### src/assert_macros.svh
// ---------------------------------------------------------------------------
// Assertion macros
// Shared concurrent assertion forms, clocked on clk and disabled in reset.
// ---------------------------------------------------------------------------
`ifndef ASSERT_MACROS_SVH
`define ASSERT_MACROS_SVH

// Same-cycle implication.
`define QRM_ASSERT_IMP(lbl, ante, cons) \
  lbl: assert property (@(posedge clk) disable iff (!rst_n) (ante) |-> (cons)) \
    else $error("assertion failed");

// Next-cycle implication.
`define QRM_ASSERT_NXT(lbl, ante, cons) \
  lbl: assert property (@(posedge clk) disable iff (!rst_n) (ante) |=> (cons)) \
    else $error("assertion failed");

`endif

### src/qrm_pkg.sv
// ---------------------------------------------------------------------------
// qrm_pkg
// Types and constants shared by the quaternion to rotation matrix pipeline.
// ---------------------------------------------------------------------------
`default_nettype none

package qrm_pkg;

  localparam int unsigned QONE     = 16384;
  localparam int unsigned QBITS    = 15;
  localparam int unsigned NENT     = 9;
  localparam int unsigned NUMW     = 35;
  localparam int unsigned NORMW    = 33;
  localparam int unsigned REMW     = 49;
  localparam int unsigned DIVW     = 34;
  localparam int unsigned NSTAGE   = 19;
  localparam int unsigned DIVFIRST = 3;

  typedef struct packed {
    logic signed [31:0] xx, yy, zz, ww, xy, xz, xw, yz, yw, zw;
    logic               degen;
  } prod_t;

  typedef struct packed {
    logic [NORMW-1:0]           n;
    logic [NENT-1:0][NUMW-1:0]  num;
    logic                       degen;
  } numer_t;

  typedef struct packed {
    logic [NENT-1:0][REMW-1:0]  rem;
    logic [NENT-1:0][QBITS-1:0] q;
    logic [NENT-1:0]            neg;
    logic [DIVW-1:0]            d;
    logic                       degen;
  } div_t;

endpackage

`default_nettype wire

### src/qrm_out.sv
// ---------------------------------------------------------------------------
// qrm_out
// Final stage: clamp, restore sign and zero the degenerate case.
// ---------------------------------------------------------------------------
`default_nettype none

module qrm_out (
  input  wire logic                 clk,
  input  wire logic                 en,
  input  qrm_pkg::div_t             div_i,
  output logic [qrm_pkg::NENT-1:0][15:0] ent_r,
  output logic                      degen_r
);

  logic [qrm_pkg::NENT-1:0][15:0] ent_nxt;
  logic [qrm_pkg::QBITS-1:0]      qv;
  logic [15:0]                    mag;

  always_comb begin
    for (int i = 0; i < qrm_pkg::NENT; i++) begin
      qv  = (div_i.q[i] > 15'(qrm_pkg::QONE)) ? 15'(qrm_pkg::QONE) : div_i.q[i];
      mag = {1'b0, qv};
      if (div_i.degen) begin
        ent_nxt[i] = '0;
      end else if (div_i.neg[i]) begin
        ent_nxt[i] = -mag;
      end else begin
        ent_nxt[i] = mag;
      end
    end
  end

  always_ff @(posedge clk) begin
    if (en) begin
      ent_r   <= ent_nxt;
      degen_r <= div_i.degen;
    end
  end

endmodule

`default_nettype wire

### config.mk
export PLATFORM = sky130hd
export DESIGN_NAME = qrm_out
export DESIGN_NICKNAME = d
export VERILOG_FILES = /design/src/assert_macros.svh /design/src/qrm_pkg.sv /design/src/qrm_out.sv
export SDC_FILE = /design/constraint.sdc
export NUM_CORES = 1
export LEC_CHECK = 0
export CELL_PAD_IN_SITES_DETAIL_PLACEMENT = 0
export CELL_PAD_IN_SITES_GLOBAL_PLACEMENT = 1
export CORE_AREA = 2 2 302 304
export DETAILED_ROUTE_END_ITERATION = 8
export DIE_AREA = 0 0 304 306
export DONT_BUFFER_PORTS = 1
export PLACE_DENSITY_LB_ADDON = 0.1
export SLEW_MARGIN = 10
export SYNTH_ARGS = -nofsm -noshare
export SYNTH_HDL_FRONTEND = slang
export SYNTH_SLANG_ARGS = --single-unit
### constraint.sdc
create_clock -name clk -period 5.7 [get_ports clk]
set_input_delay 0.285 -clock clk [delete_from_list [all_inputs] [get_ports clk]]
set_output_delay 0.285 -clock clk [all_outputs]
set_load 0.03 [all_outputs]
==> metrics.md <==
| Metric | Value |
|---|---|
| PostCTS Resize Cnt | 0 |
| Post-synth top area share | 0.5043 |
| Clk network pwr share | 0.411 |
| Synth top cells by count | edfxtp_1, nor2_1, nand2_1, xor2_1, o21ai_0 |
| YS warnings | 0 |
| Fraction of registers with async set/reset | 0 |
| Non-Filler Instances | 2,085 |
| Routed Antenna Nets | 0 |
| Initial Util | 0.09637 |
| Core area | 89,600 um^2 |
| Compound-gate portion of the synthesized area | 0.1662 |
| Power Internal | 2.166 mW |
| Max-cap violations | 0 |
| Largest family of logic cells by synthesized area | simple AND/OR/NAND/NOR gates |
| Worst Setup Start Kind | input pin |
| RSZ-0062 raised after global routing | false |
| Avg Inst Size Synth | 10.15 um^2 |
| Vias/cell | 3.415 |
| Clock period minus worst slack | 2034 ps |
| Slew Limit Fails | 0 |
| Status | completed |
| Vias | 7,121 |
| CP endpoint kind | flop |
| Worst Tran Pin Value | 950.9 ps |
| CTS tree | yes |
| Net load switching power | 1.044 mW |
| Global-route wire length before repair | 65,740 um |
| GRT Util Overall | 0.1041 |
| Seq pwr share | 0.481 |
| Max_slew headroom | 0.3606 |
| Post-Synth Simple-Gate Area | 0.2088 |
| WHS Path Cells | 2 |
| Die W | 304 um |
| Die footprint | 93,020 um^2 |
| Clk sinks | 145 |
| Post-synthesis adder-cell area fraction | 0.01304 |
| Post-Syn Instances | 851 |
| Hold Startpoint | div_i[169] |
| CP Cell Sequence | nor4_2 -> nand3_1 -> o21ai_2 -> nor2_1 -> a2111oi_0 |
| First-pass DRT Iterations | 4 |
| Rows | 110 |
| Top-count cell post-synth | edfxtp_1 |
| FF+latch count, synth | 145 |
| Worst vdd ir | 0.2358 mV |
| Max Fanout on Critical Path | 7 |
| Routed wire per std cell | 23.25 um |
| TNS Setup | 0 ps |
| Mux cell area share after synthesis | 0.009999 |
| Xor/xnor cell area share of the yosys netlist | 0.06898 |
| Share of cells above drive strength 1 | 0.07048 |
| Synth-to-layout area growth | 30.31% |
| Worst path slowest cell | nor4_2 |
| Distinct cells, synth | 67 |
| Number of global-route vias before repair | 7,478 |
| Drt drc | 0 |
| H-tree depth | 4 |
| Buffers added on ports | 0 |
| Fin nets | 1,526 |
| CP required | 5930 ps |
| Sw Ratio | 0.3253 |
| Initial antenna violation count | 2 |
| Period utilization | 0.3568 |
| Dpl cells | 1,991 |
| Syn nets | 1,482 |
| PD cells | 285.3 nW/um^2 |
| Worst-path clk slew | 70 ps |
| Die H | 306 um |
| Root Driver | clkbuf_16 |
| Post-synth EDFFs | 145 |
| Longest Clk Path Bufs | 2 |
| FMAX | 0.4917 GHz |
| Comb pwr share | 0.108 |
| Ys flop type | edfxtp_1 |
| Largest stage delay on the critical path | 530 ps |
| Hold WC Path Type | in2reg |
| Final Setup Violations | 0 |
| Final GP Congestion | 0.6898 |
| Final-report hold violation count | 0 |
| # IOs | 767 |
| Largest net degree at the start of global routing | 146 |
| Cts bufs inserted | 17 |
| Area contributors post-synth | edfxtp_1, xor2_1, nor2_1 |
| Seq/Total Area, Yosys | 0.5043 |
| Initial drt markers | 337 |
| Hold Crit Endpoint | ent_r[133]$_SDFFCE_PP0P_ |
| Critical path arrival | 2270 ps |
| Dpl hpwl | 34,130 um |
| Pleak | 3.480 nW |
| GRT overflow | 0 |
| Fillers | 10,184 |
| Area leader, netlist | edfxtp_1 |
| Netlist area before placement | 8635 um^2 |
| Kind of critical path | in2reg |
| Postcts setup bufs | 0 |
| Drt total wl | 48,480 um |
cell usage in the layout (no fill, tap or decap), types with 20 or more instances in the layout:
master	n
a21oi_1	32
dlygate4sd3_1	59
xor2_1	53
nand2_1	81
nor3_1	39
o31ai_1	20
inv_1	23
edfxtp_1	145
o21ai_0	46
nor2_1	100
worst max path at each step:
stage / startpoint / slack (ps) / cells past startpoint / endpoint
after global routing: div_i[121] / 3520 / 5 / ent_r[84]$_SDFFCE_PP0P_
after global placement: div_i[121] / 3120 / 5 / ent_r[84]$_SDFFCE_PP0P_
final: div_i[121] / 3670 / 5 / ent_r[84]$_SDFFCE_PP0P_
after floorplan: div_i[73] / 3270 / 9 / ent_r[26]$_SDFFCE_PP0P_
after detailed placement: div_i[121] / 3100 / 5 / ent_r[84]$_SDFFCE_PP0P_
after CTS: div_i[121] / 3690 / 5 / ent_r[84]$_SDFFCE_PP0P_
cell families after synthesis:
kind of cell / count (synthesis)
AOI/OAI and AO/OA: 200
xor gates and xnor gates: 68
adders and majority gates: 9
buffers and inverters: 64
DFF: 145
muxes: 8
and+or+nand+nor: 357
power by group through the flow:
stage                     logic (mW)  clock network [mW]  registers, mW
final                          0.346                1.32           1.54
after global routing           0.388                1.42           1.56
after CTS                      0.359                1.40           1.56
after detailed placement       0.266                   0           1.57
after global placement         0.270                   0           1.58
after floorplan                0.217                   0           1.51
critical path, delay by kind of cell:
kind               cells  cell delay (ps)
AOI/OAI and AO/OA      2              930
and+or+nand+nor        3             1050
registers in the layout (all words and copies together) (netlist names):
name and flops:
ent_r 144, degen_r 1
per-stage QoR:
step                      total power [mW]  setup slack, ps  area (um^2)  hold slack (ps)  utilization
after CTS                            3.313             3685        11250            1.056       0.1256
after global placement               1.850             3120         9971            395.7       0.1113
final                                3.210             3666        11250            49.82       0.1256
after detailed placement             1.838             3100         9971            395.4       0.1113
after global routing                 3.371             3520        11250            16.21       0.1256
after floorplan                      1.723             3271         8635            383.9            -
per-layer routing:
| layer | global-route usage | vias up | routed length, um |
|---|---|---|---|
| li1 | - | 3327 | - |
| met1 | 0.1095 | 3518 | 18690 |
| met2 | 0.1735 | 240 | 23370 |
| met3 | 0.06110 | 36 | 5469 |
| met4 | 0.03378 | 0 | 947 |
| met5 | 0 | - | 0 |
final cells by class:
type,count,area (um^2),area share
Antenna cell,1,2.502,0.0002224
Timing Repair Buffer,63,660.6,0.05871
Clock buffer,18,429.2,0.03814
Inverter,26,97.59,0.008673
Multi-Input combinational cell,642,4033,0.3584
Clock inverter,14,203.9,0.01813
Tap cell,1176,1471,0.1308
Sequential cell,145,4354,0.3870
timing repair:
action,4_1_cts,5_1_grt
endpoints found under the setup margin,0,0
hold buffers,61,0
hold endpoints to repair,248,0
No activity file was read; power rests on OpenSTA's default activity.
