## src/assert_macros.svh

```systemverilog
// ---------------------------------------------------------------------------
// Assertion macros
// Shared concurrent assertion forms, clocked on clk and disabled in reset.
// ---------------------------------------------------------------------------
`ifndef ASSERT_MACROS_SVH
`define ASSERT_MACROS_SVH

// Same-cycle implication.
`define QRM_ASSERT_IMP(lbl, ante, cons) \
  lbl: assert property (@(posedge clk) disable iff (!rst_n) (ante) |-> (cons)) \
    else $error("assertion failed");

// Next-cycle implication.
`define QRM_ASSERT_NXT(lbl, ante, cons) \
  lbl: assert property (@(posedge clk) disable iff (!rst_n) (ante) |=> (cons)) \
    else $error("assertion failed");

`endif

```

## src/qrm_pkg.sv

```systemverilog
// ---------------------------------------------------------------------------
// qrm_pkg
// Types and constants shared by the quaternion to rotation matrix pipeline.
// ---------------------------------------------------------------------------
`default_nettype none

package qrm_pkg;

  localparam int unsigned QONE     = 16384;
  localparam int unsigned QBITS    = 15;
  localparam int unsigned NENT     = 9;
  localparam int unsigned NUMW     = 35;
  localparam int unsigned NORMW    = 33;
  localparam int unsigned REMW     = 49;
  localparam int unsigned DIVW     = 34;
  localparam int unsigned NSTAGE   = 19;
  localparam int unsigned DIVFIRST = 3;

  typedef struct packed {
    logic signed [31:0] xx, yy, zz, ww, xy, xz, xw, yz, yw, zw;
    logic               degen;
  } prod_t;

  typedef struct packed {
    logic [NORMW-1:0]           n;
    logic [NENT-1:0][NUMW-1:0]  num;
    logic                       degen;
  } numer_t;

  typedef struct packed {
    logic [NENT-1:0][REMW-1:0]  rem;
    logic [NENT-1:0][QBITS-1:0] q;
    logic [NENT-1:0]            neg;
    logic [DIVW-1:0]            d;
    logic                       degen;
  } div_t;

endpackage

`default_nettype wire

```

## src/qrm_numer.sv

```systemverilog
// ---------------------------------------------------------------------------
// qrm_numer
// Second stage: squared length and the nine signed numerators.
// ---------------------------------------------------------------------------
`default_nettype none

module qrm_numer (
  input  wire logic      clk,
  input  wire logic      en,
  input  qrm_pkg::prod_t prod,
  output qrm_pkg::numer_t numer_r
);

  qrm_pkg::numer_t numer_nxt;
  logic signed [qrm_pkg::NUMW-1:0] xx, yy, zz, ww, xy, xz, xw, yz, yw, zw, nsum;

  always_comb begin
    xx = 35'(prod.xx);
    yy = 35'(prod.yy);
    zz = 35'(prod.zz);
    ww = 35'(prod.ww);
    xy = 35'(prod.xy);
    xz = 35'(prod.xz);
    xw = 35'(prod.xw);
    yz = 35'(prod.yz);
    yw = 35'(prod.yw);
    zw = 35'(prod.zw);
    nsum = xx + yy + zz + ww;
    numer_nxt.n      = nsum[qrm_pkg::NORMW-1:0];
    // Diagonal entries are n - 2(a+b), rewritten as sums of four squares.
    numer_nxt.num[0] = xx + ww - yy - zz;
    numer_nxt.num[1] = (xy - zw) <<< 1;
    numer_nxt.num[2] = (xz + yw) <<< 1;
    numer_nxt.num[3] = (xy + zw) <<< 1;
    numer_nxt.num[4] = yy + ww - xx - zz;
    numer_nxt.num[5] = (yz - xw) <<< 1;
    numer_nxt.num[6] = (xz - yw) <<< 1;
    numer_nxt.num[7] = (yz + xw) <<< 1;
    numer_nxt.num[8] = zz + ww - xx - yy;
    numer_nxt.degen  = prod.degen;
  end

  always_ff @(posedge clk) begin
    if (en) begin
      numer_r <= numer_nxt;
    end
  end

endmodule

`default_nettype wire

```

## config.mk

```make
export PLATFORM = sky130hd
export DESIGN_NAME = qrm_numer
export DESIGN_NICKNAME = d
export VERILOG_FILES = /design/src/assert_macros.svh /design/src/qrm_pkg.sv /design/src/qrm_numer.sv
export SDC_FILE = /design/constraint.sdc
export NUM_CORES = 1
export LEC_CHECK = 0
export BUFFER_PORTS_ARGS = -buffer_cell sky130_fd_sc_hd__buf_4
export CAP_MARGIN = 10
export CORE_AREA = 2 2 259 261
export DETAILED_ROUTE_END_ITERATION = 10
export DIE_AREA = 0 0 261 263
export PLACE_DENSITY = 0.72
export SETUP_SLACK_MARGIN = 0.3
export SYNTH_ARGS = -nofsm -noshare
export SYNTH_HDL_FRONTEND = slang
export SYNTH_SLANG_ARGS = --single-unit
```

## constraint.sdc

```tcl
create_clock -name clk -period 8.39 [get_ports clk]
set_input_delay 1.678 -clock clk [delete_from_list [all_inputs] [get_ports clk]]
set_output_delay 1.678 -clock clk [all_outputs]
set_load 0.03 [all_outputs]
```

==> results of run 1 <==
==> cell families (layout without fill, tap and decap cells) <==
family	Yosys count	after routing	share of synthesized area
simple gates	677	677	0.0941
mux	3	3	0.000961
buf+inv	735	1365	0.0838
flops	334	334	0.296
compound gates	914	914	0.173
xor+xnor	283	283	0.0732
fa+ha+maj	594	594	0.278
other cells	1	16	0.000111
==> worst max-delay path: cells and delay by family <==
| family | cells | cell delay (ns) |
|---|---|---|
| AOI/OAI and AO/OA | 6 | 2.35 |
| adders and majority gates | 4 | 1.73 |
| buffers and inverters | 4 | 0.27 |
| muxes | 1 | 0.23 |
| and+or+nand+nor | 2 | 0.32 |
==> Yosys cell counts (10+ instances only) <==
cell / count / area share
a21boi_0: 10 / 0.0022
o21bai_1: 72 / 0.016
nand2b_1: 30 / 0.0055
a21o_1: 100 / 0.022
nor3_1: 45 / 0.0067
nand3_1: 48 / 0.0071
a21oi_1: 302 / 0.045
inv_1: 614 / 0.068
a221oi_1: 10 / 0.0026
and3_1: 22 / 0.0041
xnor2_1: 217 / 0.056
ha_1: 329 / 0.12
o211ai_1: 19 / 0.0042
buf_4: 16 / 0.0035
nor2b_1: 42 / 0.0078
nand4_1: 28 / 0.0052
clkbuf_1: 83 / 0.0092
fa_1: 265 / 0.16
a31oi_1: 37 / 0.0068
o31a_1: 11 / 0.0028
edfxtp_1: 334 / 0.30
xor2_1: 66 / 0.017
o21a_1: 27 / 0.0060
nand2_1: 132 / 0.015
a211oi_1: 38 / 0.0084
nor2_1: 263 / 0.029
nor4_1: 21 / 0.0039
o31ai_1: 28 / 0.0062
o21ai_0: 150 / 0.022
==> power by group <==
part / leakage [nW] / internal (mW) / switching [mW] / total [mW]
combinational: 15.2 / 2.19 / 3.61 / 5.80
clock: 0.757 / 1.28 / 0.790 / 2.07
sequential: 3.27 / 2.57 / 0.210 / 2.78
total: 19.2 / 6.04 / 4.61 / 10.7
==> cell type report <==
cell class | count | area share
inverters | 618 | 0.0565
flip-flops and latches | 334 | 0.244
clock inverters | 31 | 0.0112
well taps | 864 | 0.0263
repair buffers | 670 | 0.123
clock buffers | 46 | 0.0265
diodes | 10 | 0.000609
multi-input cells | 2477 | 0.512
==> per-layer routing <==
layer,up-vias,share of wire,track usage
met5,-,0.00013,0
met4,2,0.041,0.113
met3,185,0.076,0.0625
met2,988,0.48,0.495
met1,13500,0.40,0.375
li1,13300,-,-
==> final timing paths <==
| check | slack, ns | cells after the start | to |
|---|---|---|---|
| setup / recovery | 2.23 | 17 | numer_r[315] |
| hold / removal | 1.28 | 1 | numer_r[0] |
==> qor.csv, run 1 <==
metric,value,unit
outcome,"finished, final reports clean",
dpl-instance-area,39500,µm²
min_from,prod[0],
design_area,41100,µm²
worst_slack,2.23,ns
ys_seq_area_frac,0.296,
seqCellArea,10000,µm²
crit_chain,buf_4 -> inv_1 -> fa_1 -> inv_1 -> fa_1 -> inv_1 -> ha_1 -> fa_1 -> a211oi_1 -> o21ai_0 -> a211oi_1 -> o21ai_0 -> a211oi_1 -> nand3b_1 -> nand2_1 -> a2111oi_0 -> mux2_2,
max_freq,0.162,GHz
fin_crit,6.16,ns
synth_seq_cells,334,
cap_violations,0,
cts_tree,built,
area_growth,21.3,%
grt_usage,0.296,
drive_gt1_frac,0.183,
syn_area_per_cell,9.56,µm²
cp_max_fo,3,
gp_congestion,0.964,
cp.arrival,6.61,ns
tightest_slew,1.35,ns
post-cts-setup-buffers,0,
finalMaxSlewViolations,0,
drc,0,
cts.path.max_buffers,3,
mostFrequentLayoutCells,"668 x buf_4, 614 x inv_1, 334 x edfxtp_1",
synth_edf_count,334,
preCtsSetupSlack,1.76,ns
p_total,10.7,mW
initial_core_util,0.516,
vias,27900,
largest_register_ffs,334,
cts_htree_levels,2,
crit_path_max_incr_delay,0.71,ns
finalWirelength,104000,µm
antenna_found_initial,11,
largestRegisters,numer_r x334,
cts.sinks,334,
grt_pass1_vias,27400,
regMostFlops,numer_r,
clk_pin_slew_worst_paths,0.06,ns
cts_resized,0,
p_leak,19.2,nW
dr.pass1.iters,6,
rsz0062_at_grt,false,
place_inst,4963,
critPathKind,in -> reg,
synth_cell_types,81,
clock-root-buffer,clkbuf_16,
layout_commonest_cell,buf_4,
core.rowCount,94,
multi_input_area,21000,µm²
gr-total-overflow,0,
place_hpwl,86800,µm
grt_start_max_net_pins,159,
grt_first_pass_wirelength,156000,µm
critPathRequiredTime,8.84,ns
tns,0,ns
die-area,68600,µm²
post_drt_via_cell_ratio,5.53,
hold_viol,0,
startpoint,prod[257],
io_pins,672,
syn-cell-area,33900,µm²
fin_cells,5050,
cpMaxStageDelayCell,a211oi_1,
io_buffers,665,
powerDensity,259,nW/µm²
synthCells,3541,
chipWidth,261,µm
cts_buffers,42,
ys_warn_count,0,
finalSetupViolations,0,
cp-start-kind,input pin,
synth_ff_type,edfxtp_1,
synthArstFlopShare,0,
hold_ws,1.28,ns
drtIter0Drc,2129,
final_nets,5060,
finalCritPeriodShare,0.734,
hold_path.class,in -> reg,
utilization,0.626,
die_h,263,µm
fillCellCount,5633,
core_area,65600,µm²
cts-hold-fix-buffers,0,
endpoint_kind,register,
wire_per_inst,20.6,µm
maxSlewHeadroom,0.0984,
max-vdd-ir-drop,0.000201,V
ant_nets,0,
No activity file was read; power rests on OpenSTA's default activity.
==> run 2, diff against run 1 <==
- PLACE_DENSITY: 0.72 -> 0.75
- clock period: 8.39 -> 5.3 ns (I/O delays scaled with it)
==> qor.csv, run 2 (same netlist as run 1, synthesis figures left out) <==
metric,value,unit,change
finalMaxSlewViolations,0,,unchanged
cts.path.max_buffers,3,,unchanged
maxSlewHeadroom,0.396,,was 0.0984
vias,28300,,was 27.9k
cts_buffers,42,,unchanged
utilization,0.630,,was 0.626
largestRegisters,numer_r x334,,unchanged
dr.pass1.iters,5,,was 6
clock-root-buffer,clkbuf_16,,unchanged
critPathRequiredTime,5.61,ns,was 8.84 ns
finalCritPeriodShare,0.914,,
drtIter0Drc,2304,,"was 2,129"
initial_core_util,0.516,,unchanged
post_drt_via_cell_ratio,5.58,,was 5.53
powerDensity,410,nW/µm²,was 259 nW/µm²
fin_crit,4.84,ns,
antenna_found_initial,9,,was 11
max-vdd-ir-drop,0.000403,V,was 0.000201 V
finalSetupViolations,0,,unchanged
io_pins,672,,unchanged
layout_commonest_cell,buf_4,,unchanged
max_freq,0.206,GHz,
outcome,"finished, final reports clean",,unchanged
drive_gt1_frac,0.190,,was 0.183
p_leak,19.3,nW,was 19.2 nW
critPathKind,in -> reg,,unchanged
cts_tree,built,,unchanged
cp_max_fo,5,,was 3
place_hpwl,87700,µm,"was 86,800 µm"
gr-total-overflow,0,,unchanged
tns,0,ns,unchanged
hold_viol,0,,unchanged
grt_start_max_net_pins,104,,was 159
chipWidth,261,µm,unchanged
final_nets,5099,,"was 5,060"
core_area,65600,µm²,unchanged
endpoint_kind,register,,unchanged
cap_violations,0,,unchanged
area_growth,22.0,%,was 21.3%
regMostFlops,numer_r,,unchanged
cts.sinks,334,,unchanged
cp.arrival,5.16,ns,was 6.61 ns
tightest_slew,0.906,ns,was 1.35 ns
grt_first_pass_wirelength,159000,µm,"was 156,000 µm"
cp-start-kind,input pin,,unchanged
rsz0062_at_grt,false,,unchanged
die-area,68600,µm²,unchanged
io_buffers,665,,unchanged
clk_pin_slew_worst_paths,0.06,ns,about the same
grt_pass1_vias,27700,,was 27.4k
cts_htree_levels,2,,unchanged
cts-hold-fix-buffers,0,,unchanged
largest_register_ffs,334,,unchanged
mostFrequentLayoutCells,"705 x buf_4, 614 x inv_1, 334 x edfxtp_1",,"was 668 x buf_4, 614 x inv_1, 334 x edfxtp_1"
wire_per_inst,20.7,µm,was 20.6 µm
ant_nets,0,,unchanged
core.rowCount,94,,unchanged
finalWirelength,105000,µm,"was 104,000 µm"
hold_path.class,in -> reg,,unchanged
drc,0,,unchanged
startpoint,prod[193],,was prod[257]
min_from,prod[0],,unchanged
grt_usage,0.300,,was 0.296
gp_congestion,0.964,,about the same
die_h,263,µm,unchanged
==> run 2: changes by cell type in the layout (fill, tap and decap cells not counted), moves of 2 or more <==
cell	delta
buf_4	+37
inv_6	-5
a211oi_1	-3
a211oi_2	+3
buf_12	+2
clkinvlp_4	+2
diode_2	-2
==> run 2: final cells by class <==
| class | instances | area (µm²) |
|---|---|---|
| diodes | 8 | 20.0 |
| inverters | 618 | 2320 |
| clock inverters | 29 | 419 |
| flip-flops and latches | 334 | 10000 |
| fillers | 5540 | 24300 |
| multi-input cells | 2477 | 21000 |
| well taps | 864 | 1080 |
| repair buffers | 709 | 5370 |
| clock buffers | 44 | 1060 |
==> run 2: metal layers <==
layer	share of wire	global-route usage	up-vias
met5	0.00012	0	-
met2	0.49	0.509	1113
met1	0.39	0.375	13700
li1	-	-	13400
met4	0.041	0.112	2
met3	0.081	0.0636	194
==> run 2: timing repair <==
item | 4_1_cts | 5_1_grt
buffers inserted | 0 | 0
endpoints found under the setup margin | 0 | 8
resized for setup | 0 | 7
==> run 2: worst max-delay path, stage by stage <==
cell and delay, ns:
buf_4 0.12, buf_4 0.15, fa_1 0.56, inv_1 0.06
fa_1 0.48, inv_1 0.05, ha_1 0.23, fa_1 0.46
a211oi_1 0.29, o21bai_1 0.14, a21oi_1 0.24, o21ai_0 0.26
a41o_1 0.39, a31o_2 0.27, nand3_1 0.12, o211ai_1 0.13
xor2_1 0.16
==> run 2: metrics by stage <==
step | hold WS, ns | instance area, µm² | worst slack, ns | std cells | power, mW
6_report | 0.668 | 41300 | 0.455 | 5083 | 17.0
2_1_floorplan | 1.16 | 33900 | 0.480 | 3546 | 10.4
3_3_place_gp | 1.24 | 39800 | -0.131 | 5002 | 13.6
4_1_cts | 0.637 | 41300 | 0.403 | 5075 | 16.9
5_1_grt | 0.643 | 41300 | 0.306 | 5083 | 17.9
3_5_place_dp | 1.24 | 39800 | -0.141 | 5002 | 13.7
==> run 2: path summary, 6_finish.rpt <==
| path | end | slack [ns] | cells after the start |
|---|---|---|---|
| hold / removal | numer_r[0] | 0.67 | 1 |
| setup / recovery | numer_r[33] | 0.46 | 17 |
==> run 2: where the power goes <==
group          internal [mW]  switching (mW)  total, mW  leakage (nW)
Clock                   1.94            1.21       3.15         0.715
Sequential              4.07           0.296       4.36          3.27
Combinational           3.60            5.84       9.44          15.4
Total                   9.61            7.34       17.0          19.3
