===== src/assert_macros.svh =====
// ---------------------------------------------------------------------------
// Assertion macros
// Shared concurrent assertion forms, clocked on clk and disabled in reset.
// ---------------------------------------------------------------------------
`ifndef ASSERT_MACROS_SVH
`define ASSERT_MACROS_SVH

// Same-cycle implication.
`define QRM_ASSERT_IMP(lbl, ante, cons) \
  lbl: assert property (@(posedge clk) disable iff (!rst_n) (ante) |-> (cons)) \
    else $error("assertion failed");

// Next-cycle implication.
`define QRM_ASSERT_NXT(lbl, ante, cons) \
  lbl: assert property (@(posedge clk) disable iff (!rst_n) (ante) |=> (cons)) \
    else $error("assertion failed");

`endif


===== src/qrm_pkg.sv =====
// ---------------------------------------------------------------------------
// qrm_pkg
// Types and constants shared by the quaternion to rotation matrix pipeline.
// ---------------------------------------------------------------------------
`default_nettype none

package qrm_pkg;

  localparam int unsigned QONE     = 16384;
  localparam int unsigned QBITS    = 15;
  localparam int unsigned NENT     = 9;
  localparam int unsigned NUMW     = 35;
  localparam int unsigned NORMW    = 33;
  localparam int unsigned REMW     = 49;
  localparam int unsigned DIVW     = 34;
  localparam int unsigned NSTAGE   = 19;
  localparam int unsigned DIVFIRST = 3;

  typedef struct packed {
    logic signed [31:0] xx, yy, zz, ww, xy, xz, xw, yz, yw, zw;
    logic               degen;
  } prod_t;

  typedef struct packed {
    logic [NORMW-1:0]           n;
    logic [NENT-1:0][NUMW-1:0]  num;
    logic                       degen;
  } numer_t;

  typedef struct packed {
    logic [NENT-1:0][REMW-1:0]  rem;
    logic [NENT-1:0][QBITS-1:0] q;
    logic [NENT-1:0]            neg;
    logic [DIVW-1:0]            d;
    logic                       degen;
  } div_t;

endpackage

`default_nettype wire


===== src/qrm_prep.sv =====
// ---------------------------------------------------------------------------
// qrm_prep
// Third stage: sign and magnitude split and the rounded dividend setup.
// ---------------------------------------------------------------------------
`default_nettype none

module qrm_prep (
  input  wire logic       clk,
  input  wire logic       en,
  input  qrm_pkg::numer_t numer,
  output qrm_pkg::div_t   div_r
);

  qrm_pkg::div_t div_nxt;
  logic signed [qrm_pkg::NUMW-1:0] s, m;

  // Dividend is mag * 2^15 + n against divisor 2n, which rounds to nearest.
  always_comb begin
    div_nxt.d     = {1'b0, numer.n} << 1;
    div_nxt.degen = numer.degen;
    div_nxt.q     = '0;
    for (int i = 0; i < qrm_pkg::NENT; i++) begin
      s              = $signed(numer.num[i]);
      m              = s[qrm_pkg::NUMW-1] ? -s : s;
      div_nxt.neg[i] = s[qrm_pkg::NUMW-1];
      div_nxt.rem[i] = {1'b0, m[qrm_pkg::NORMW-1:0], 15'b0} + 49'(numer.n);
    end
  end

  always_ff @(posedge clk) begin
    if (en) begin
      div_r <= div_nxt;
    end
  end

endmodule

`default_nettype wire


===== config.mk =====
export PLATFORM = sky130hd
export DESIGN_NAME = qrm_prep
export DESIGN_NICKNAME = d
export VERILOG_FILES = /design/src/assert_macros.svh /design/src/qrm_pkg.sv /design/src/qrm_prep.sv
export SDC_FILE = /design/constraint.sdc
export NUM_CORES = 1
export LEC_CHECK = 0
export ABC_AREA = 0
export ABC_CLOCK_PERIOD_IN_PS = 11200
export BUFFER_PORTS_ARGS = -buffer_cell sky130_fd_sc_hd__buf_4
export CAP_MARGIN = 30
export CORE_AREA = 4 4 375 377
export CTS_CLUSTER_DIAMETER = 120
export DETAILED_ROUTE_END_ITERATION = 10
export DIE_AREA = 0 0 379 381
export PLACE_DENSITY = 0.52
export SLEW_MARGIN = 0
export SYNTH_ARGS = -nofsm -noshare
export SYNTH_HDL_FRONTEND = slang
export SYNTH_SLANG_ARGS = --single-unit

===== constraint.sdc =====
create_clock -name clk -period 11.2 [get_ports clk]
set_clock_uncertainty 0.1 [all_clocks]
set_input_delay 1.12 -clock clk [delete_from_list [all_inputs] [get_ports clk]]
set_output_delay 1.12 -clock clk [all_outputs]
set_load 0.01 [all_outputs]

==> impl_metrics.sql, run 1 <==
INSERT INTO impl_metrics (metric_group, metric, value, unit) VALUES
('status', 'status', 'finished, final reports clean', ''),
('clock_tree', 'cts_resized', '0', ''),
('finish', 'area_delta_synth_final', '27.4', '%'),
('power_and_ir_drop', 'power.leakage', '14.8', 'nW'),
('yosys', 'ys_top_cells_by_area', 'edfxtp_1, xnor2_1, ha_1', ''),
('clock_tree', 'holdBufCountCts', '0', ''),
('sta', 'fin_crit_sh', '47.3', '%'),
('clock_tree', 'numClockSinks', '349', ''),
('sta', 'setup_repair_after_global_routing_missed_its_margin', 'false', ''),
('placement', 'place.detailed.hpwl', '98.0', 'mm'),
('worst_setup_path', 'crit_top_cell', 'o21ai_0', ''),
('worst_setup_path', 'worstPathArrival', '5540', 'ps'),
('power_and_ir_drop', 'p_per_area', '136', 'nW/um^2'),
('detailed_routing', 'avgViaCountPerCell', '4.71', ''),
('clock_tree', 'clockBufferDepth', '3', ''),
('yosys', 'synth-edff-count', '349', ''),
('yosys', 'yosys.area.top_type', 'edfxtp_1', ''),
('yosys', 'async_flop_share', '0', '%'),
('global_routing', 'grt_max_degree', '126', ''),
('detailed_routing', 'drt_pre_antenna_iters', '6', ''),
('sta', 'setup_tns', '0', 'ps'),
('worst_setup_path', 'critical_path.endpoint_type', 'register', ''),
('yosys', 'synth.ff_latch_count', '349', ''),
('sta', 'report.final.setup_viol', '0', ''),
('floorplanning', 'ioPinCount', '971', ''),
('floorplanning', 'die-area', '144000', 'sq um'),
('min_path', 'worst_hold_startpoint', 'numer[329]', ''),
('yosys', 'post-synth-top-area-fraction', '35.1', '%'),
('min_path', 'hold_path_depth', '1', ''),
('yosys', 'yosys_warnings', '0', ''),
('yosys', 'syn_area_per_cell', '9.51', 'sq um'),
('finish', 'final_layout_size_suffix_gt1_share', '24.8', '%'),
('finish', 'largest_register_ff_count', '349', ''),
('finish', 'design_area', '38000', 'sq um'),
('finish', 'largest_registers', 'div_r (349)', ''),
('clock_tree', 'clk_pin_slew', '60', 'ps'),
('sta', 'finalHoldViolations', '0', ''),
('finish', 'largest-register', 'div_r', ''),
('yosys', 'post_synthesis_cell_area', '29900', 'sq um'),
('detailed_routing', 'num_vias', '26589', ''),
('clock_tree', 'ctsHtreeMaxLevel', '2', ''),
('yosys', 'yosys-top-cells-count', 'xnor2_1, edfxtp_1, buf_4', ''),
('detailed_routing', 'initialDrtViolationCount', '1893', ''),
('finish', 'design.final.nets', '4337', ''),
('yosys', 'yosys_most_used_dff', 'edfxtp_1', ''),
('min_path', 'hold-path-endpoint', 'div_r[192]', ''),
('yosys', 'synthesis.instances', '3141', ''),
('worst_setup_path', 'cp_slowest_stage_delay', '840', 'ps'),
('worst_setup_path', 'timing.setup.critical_path_class', 'in2reg', ''),
('clock_tree', 'tritoncts', 'yes', ''),
('sta', 'worst_slew_margin', '35.6', '%'),
('floorplanning', 'number_of_core_rows', '136', ''),
('worst_setup_path', 'worstPathCellList', 'buf_4 > nor4_2 > nand2_1 > o21ai_0 > xnor2_1 > ha_1 > a41oi_1 > o21ai_0 > a221oi_1 > nor3_1 > inv_1 > or3_1 > xor2_1', ''),
('clock_tree', 'post_cts_setup_inserts', '0', ''),
('sta', 'worst_pin_slew', '958', 'ps'),
('floorplanning', 'core_region_area', '137000', 'sq um'),
('global_routing', 'via_count_of_the_first_global_routing_pass', '24917', ''),
('global_routing', 'overflow_left_after_global_routing', '0', ''),
('global_routing', 'grt_pass1_wl', '174', 'mm'),
('detailed_routing', 'ant_nets', '0', ''),
('detailed_routing', 'wirelength', '125', 'mm'),
('power_and_ir_drop', 'vdd_drop_max', '0.000120', 'V'),
('worst_setup_path', 'worst_path_max_delay_cell', 'nor4_2', ''),
('floorplanning', 'dieWidth', '379', 'um'),
('yosys', 'seq_area_frac_synth', '35.1', '%'),
('worst_setup_path', 'critical_path_peak_fanout', '9', ''),
('job', 'drv.max_cap_violation_count', '0', ''),
('detailed_routing', 'detail_route.drc_violations', '0', ''),
('placement', 'place.port_buffers', '825', ''),
('global_routing', 'antenna_found_initial', '18', ''),
('placement', 'finalWeightedCongestion', '0.905', '');
[routing by layer]
layer / wire (um) / global-route usage (%) / vias up
met5: 21 / 0 / -
met4: 4260 / 5.37 / 4
met3: 8930 / 3.27 / 162
met2: 61700 / 28.8 / 1044
met1: 50100 / 19.5 / 12771
li1: - / - / 12608
[power breakdown]
group	leakage, nW	internal [mW]	total (mW)	switching (mW)
combinational	10.6	0.797	1.86	1.06
sequential	3.41	1.72	1.81	0.0904
clock	0.709	0.851	1.49	0.640
total	14.8	3.37	5.16	1.79
[cell families (layout without fill, tap and decap cells)]
logic type / after synthesis / after routing / share of synthesized area [%]
AND/OR/NAND/NOR: 854 / 854 / 15.1
XOR/XNOR: 530 / 530 / 15.5
AO/OA/AOI/OAI: 781 / 781 / 17.4
flip-flops: 349 / 349 / 35.1
adder cells (fa/ha/maj): 180 / 180 / 7.77
buffers and inverters: 442 / 1008 / 8.97
multiplexers: 4 / 4 / 0.134
other: 1 / 143 / 0.0126
[cell type report]
class / instances / area, sq um
Timing Repair Buffer: 833 / 6270
Multi-Input combinational cell: 2485 / 17200
Clock inverter: 31 / 255
Fill cell: 14589 / 99100
Clock buffer: 54 / 1220
Antenna cell: 7 / 17.5
Inverter: 90 / 338
Sequential cell: 349 / 10500
Tap cell: 1794 / 2240
[worst max-delay path: cells and delay by family]
kind	cells	cell delay [ps]
compound gates	4	1360
xor+xnor	2	260
fa+ha+maj	1	380
buf+inv	2	280
simple gates	4	2110
[worst max-delay path by stage]
stage                     from          to  slack (ps)  cells after the start
finish              numer[181]  div_r[468]        5910                     13
global route        numer[181]  div_r[468]        5640                     14
CTS                 numer[181]  div_r[468]        6050                     13
detailed placement  numer[181]  div_r[468]        5390                     13
global placement     numer[75]  div_r[322]        5270                     15
floorplan           numer[105]  div_r[320]        5910                     16
[through the flow]
step	setup WS, ps	hold WS (ps)	instances	utilization, %	power (mW)
after global routing	5640	524	5642	27.7	5.45
after detailed placement	5390	1200	5551	26.6	3.71
after floorplan	5910	1120	3276	-	2.85
after global placement	5270	1200	5549	26.6	3.71
final	5910	578	5643	27.7	5.16
after CTS	6050	499	5636	27.7	5.26
[cell usage in the layout, fill, tap and decap left out, drive strengths merged, types with 12 or more instances in the layout]
master,n
inv,92
a21o,81
a21oi,164
xor2,151
o21bai,29
nand2,188
edfxtp,349
nand4,31
or3,45
o21ai,177
a211oi,21
nor3,95
o21a,28
clkbuf,54
a31oi,21
or2,27
nor3b,14
nor4,53
nand2b,50
conb,136
buf,832
xnor2,379
ha,171
nand3b,17
or4,41
clkinv,20
a21boi,12
o211ai,12
o41ai,65
and3,15
o31ai,75
nor2b,25
nor2,164
nand3,58
Note: power is estimated with default switching activity, not from simulation.
==> run 2, diff against run 1 <==
ABC_AREA = 1   (was 0)
ABC_CLOCK_PERIOD_IN_PS = 5000   (was 11200)
CORE_AREA = 4 4 379 381   (was 4 4 375 377)
DIE_AREA = 0 0 383 385   (was 0 0 379 381)
PLACE_DENSITY = 0.55   (was 0.52)
clock period = 5 ns   (was 11.2 ns; I/O delays follow)
==> run 2 against run 1 <==
  * Routed wire length is 18% higher
  * Combinational power is 150% higher
  * Area after synthesis is 15% higher
  * Worst hold slack worse by 490 ps
  * Largest cell class unchanged
  * Critical path depth is 5 higher
  * First-iteration DRC count is 27% higher
  * Global-route usage is 2.8 points higher
  * Final area is 13% higher
  * Via count is 26% higher
  * Clock power is 120% higher
  * Utilization is 2.9 points higher
  * Die area is 2.1% higher
==> impl_metrics.sql, run 2 <==
INSERT INTO impl_metrics (metric_group, metric, value, unit) VALUES
('detailed_routing', 'detail_route.drc_violations', '0', ''),
('sta', 'setup_tns', '0', 'ps'),
('min_path', 'hold-path-endpoint', 'div_r[586]', ''),
('sta', 'fin_crit_sh', '67.7', '%'),
('min_path', 'worst_hold_class', 'in2reg', ''),
('clock_tree', 'clockBufferDepth', '3', ''),
('power_and_ir_drop', 'p_per_area', '279', 'nW/um^2'),
('yosys', 'yosys_warnings', '0', ''),
('detailed_routing', 'ant_nets', '0', ''),
('placement', 'place.detailed.hpwl', '122', 'mm'),
('sta', 'setup_repair_after_global_routing_missed_its_margin', 'false', ''),
('yosys', 'post_synthesis_cell_area', '34300', 'sq um'),
('finish', 'area_delta_synth_final', '25.3', '%'),
('floorplanning', 'dieHeight', '385', 'um'),
('worst_setup_path', 'critical_path_peak_fanout', '6', ''),
('yosys', 'synthDistinctLibCells', '52', ''),
('yosys', 'post-synth-top-area-fraction', '30.5', '%'),
('finish', 'final_common_cell', 'nand2_1', ''),
('sta', 'worst_slew_margin', '44.6', '%'),
('yosys', 'seq_area_frac_synth', '30.5', '%'),
('global_routing', 'grt_pass1_wl', '210', 'mm'),
('detailed_routing', 'wirelength', '147', 'mm'),
('yosys', 'synth-edff-count', '349', ''),
('placement', 'post-place-ws', '1030', 'ps'),
('yosys', 'yosys.cell_count.top_type', 'nand2_1', ''),
('floorplanning', 'number_of_core_rows', '138', ''),
('clock_tree', 'clk_pin_slew', '70', 'ps'),
('sta', 'highest_clock_rate', '0.295', 'GHz'),
('detailed_routing', 'routed_wire_length_per_instance', '19.9', 'um'),
('clock_tree', 'holdBufCountCts', '16', ''),
('clock_tree', 'numClockSinks', '349', ''),
('placement', 'finalWeightedCongestion', '0.974', ''),
('yosys', 'yosys.area.top_type', 'edfxtp_1', ''),
('power_and_ir_drop', 'vdd_drop_max', '0.000266', 'V'),
('finish', 'final_layout_size_suffix_gt1_share', '21.6', '%'),
('power_and_ir_drop', 'power.leakage', '20.1', 'nW'),
('finish', 'largest-register', 'div_r', ''),
('finish', 'largest_register_ff_count', '349', ''),
('worst_setup_path', 'critical_path.endpoint_type', 'register', ''),
('placement', 'place.port_buffers', '825', ''),
('finish', 'design.final.nets', '5999', ''),
('worst_setup_path', 'required', '5270', 'ps'),
('sta', 'worst_slack', '1610', 'ps'),
('floorplanning', 'starting_density', '24.4', '%'),
('status', 'status', 'finished, final reports clean', ''),
('finish', 'layout.core_utilization', '30.6', '%'),
('worst_setup_path', 'worstPathArrival', '3660', 'ps'),
('floorplanning', 'core_region_area', '141000', 'sq um'),
('job', 'drv.max_cap_violation_count', '0', ''),
('detailed_routing', 'initialDrtViolationCount', '2405', ''),
('sta', 'finalHoldViolations', '0', ''),
('yosys', 'yosys-top-cells-count', 'nand2_1, nor2_1, inv_1', ''),
('sta', 'period_needed', '3390', 'ps'),
('sta', 'worst_pin_slew', '831', 'ps'),
('detailed_routing', 'num_vias', '33606', ''),
('sta', 'report.final.setup_viol', '0', ''),
('clock_tree', 'ctsHtreeMaxLevel', '2', ''),
('clock_tree', 'cts_resized', '0', ''),
('worst_setup_path', 'timing.setup.critical_path_class', 'in2reg', ''),
('floorplanning', 'die-area', '147000', 'sq um'),
('clock_tree', 'tritoncts', 'yes', ''),
('yosys', 'async_flop_share', '0', '%'),
('sta', 'finalMaxSlewViolations', '0', ''),
('detailed_routing', 'drt_pre_antenna_iters', '5', ''),
('min_path', 'worst_hold_startpoint', 'numer[281]', ''),
('detailed_routing', 'avgViaCountPerCell', '4.54', ''),
('floorplanning', 'dieWidth', '383', 'um'),
('yosys', 'synthesis.instances', '4738', ''),
('global_routing', 'via_count_of_the_first_global_routing_pass', '31710', ''),
('clock_tree', 'root_driver', 'clkbuf_16', ''),
('yosys', 'synth.ff_latch_count', '349', ''),
('floorplanning', 'ioPinCount', '971', ''),
('worst_setup_path', 'setup.worst_path.start_class', 'primary input', ''),
('global_routing', 'overflow_left_after_global_routing', '0', ''),
('global_routing', 'global_route.usage.total', '19.1', '%'),
('yosys', 'ys_top_cells_by_area', 'edfxtp_1, nand2_1, xor2_1', ''),
('clock_tree', 'post_cts_setup_inserts', '0', ''),
('global_routing', 'antenna_found_initial', '19', ''),
('global_routing', 'grt_max_degree', '93', ''),
('clock_tree', 'number_of_clock_buffers_inserted_by_tritoncts', '48', ''),
('finish', 'largest_registers', 'div_r (349)', ''),
('yosys', 'yosys_most_used_dff', 'edfxtp_1', ''),
('yosys', 'syn_area_per_cell', '7.25', 'sq um'),
('finish', 'layout_common_cells', 'nand2_1, buf_4, nor2_1', ''),
('min_path', 'hold_path_depth', '2', '');
## run 2: kinds of logic after synthesis
group	after synthesis	synth area share [%]
flops	349	30.5
other cells	1	0.0109
compound gates	451	7.20
xor+xnor	388	10.0
fa+ha+maj	180	6.76
simple gates	2518	33.2
buf+inv	851	12.3
## run 2: worst max-delay path, cell delays in order
cell and delay (ps):
buf_4 150, inv_1 100, ha_1 210, nand3_2 140
nor2_4 180, nand4_1 150, o31ai_1 290, xor2_1 130
ha_1 360, nand2_1 80, nor2_1 150, nand2_1 90
nor3b_1 430, nor2_2 160, nor2_4 150, and2_1 170
nand2_1 70, xor2_1 150
## run 2: metrics by stage
step / total power [mW] / hold slack [ps] / area [sq um] / cells
after CTS: 12.2 / 22.9 / 43000 / 7396
after global routing: 12.8 / 53.5 / 43000 / 7399
final: 12.0 / 90.5 / 43000 / 7403
after global placement: 8.75 / 579 / 41300 / 7292
after detailed placement: 8.75 / 579 / 41300 / 7292
after floorplan: 6.62 / 499 / 34800 / 4873
## run 2: final cells by class
| class | count | area [sq um] |
|---|---|---|
| Fill cell | 15305 | 97500 |
| Clock buffer | 55 | 1250 |
| Inverter | 545 | 2050 |
| Antenna cell | 7 | 17.5 |
| Multi-Input combinational cell | 3673 | 20100 |
| Tap cell | 1890 | 2360 |
| Clock inverter | 33 | 263 |
| Timing Repair Buffer | 851 | 6460 |
| Sequential cell | 349 | 10500 |
## run 2: report_power, final
group | switching [mW] | total [mW] | internal, mW
registers | 0.247 | 4.09 | 3.84
logic | 2.84 | 4.57 | 1.73
clock network | 1.45 | 3.35 | 1.91
## run 2: per-layer routing
metal	routed length [um]	up-vias	share of wire, %	track usage [%]
li1	-	16598	-	-
met2	70000	1264	48	32.8
met4	3180	6	2.2	4.45
met5	41	-	0.028	0
met1	62900	15604	43	24.6
met3	11100	134	7.5	3.61
## run 2: how the worst max path moves through the flow
stage                     startpoint         end  cells after the start
after floorplan           numer[280]  div_r[565]                     15
after global placement    numer[246]  div_r[565]                     18
after detailed placement  numer[246]  div_r[565]                     18
after CTS                 numer[246]  div_r[565]                     18
after global routing      numer[246]  div_r[565]                     18
final                     numer[246]  div_r[565]                     18
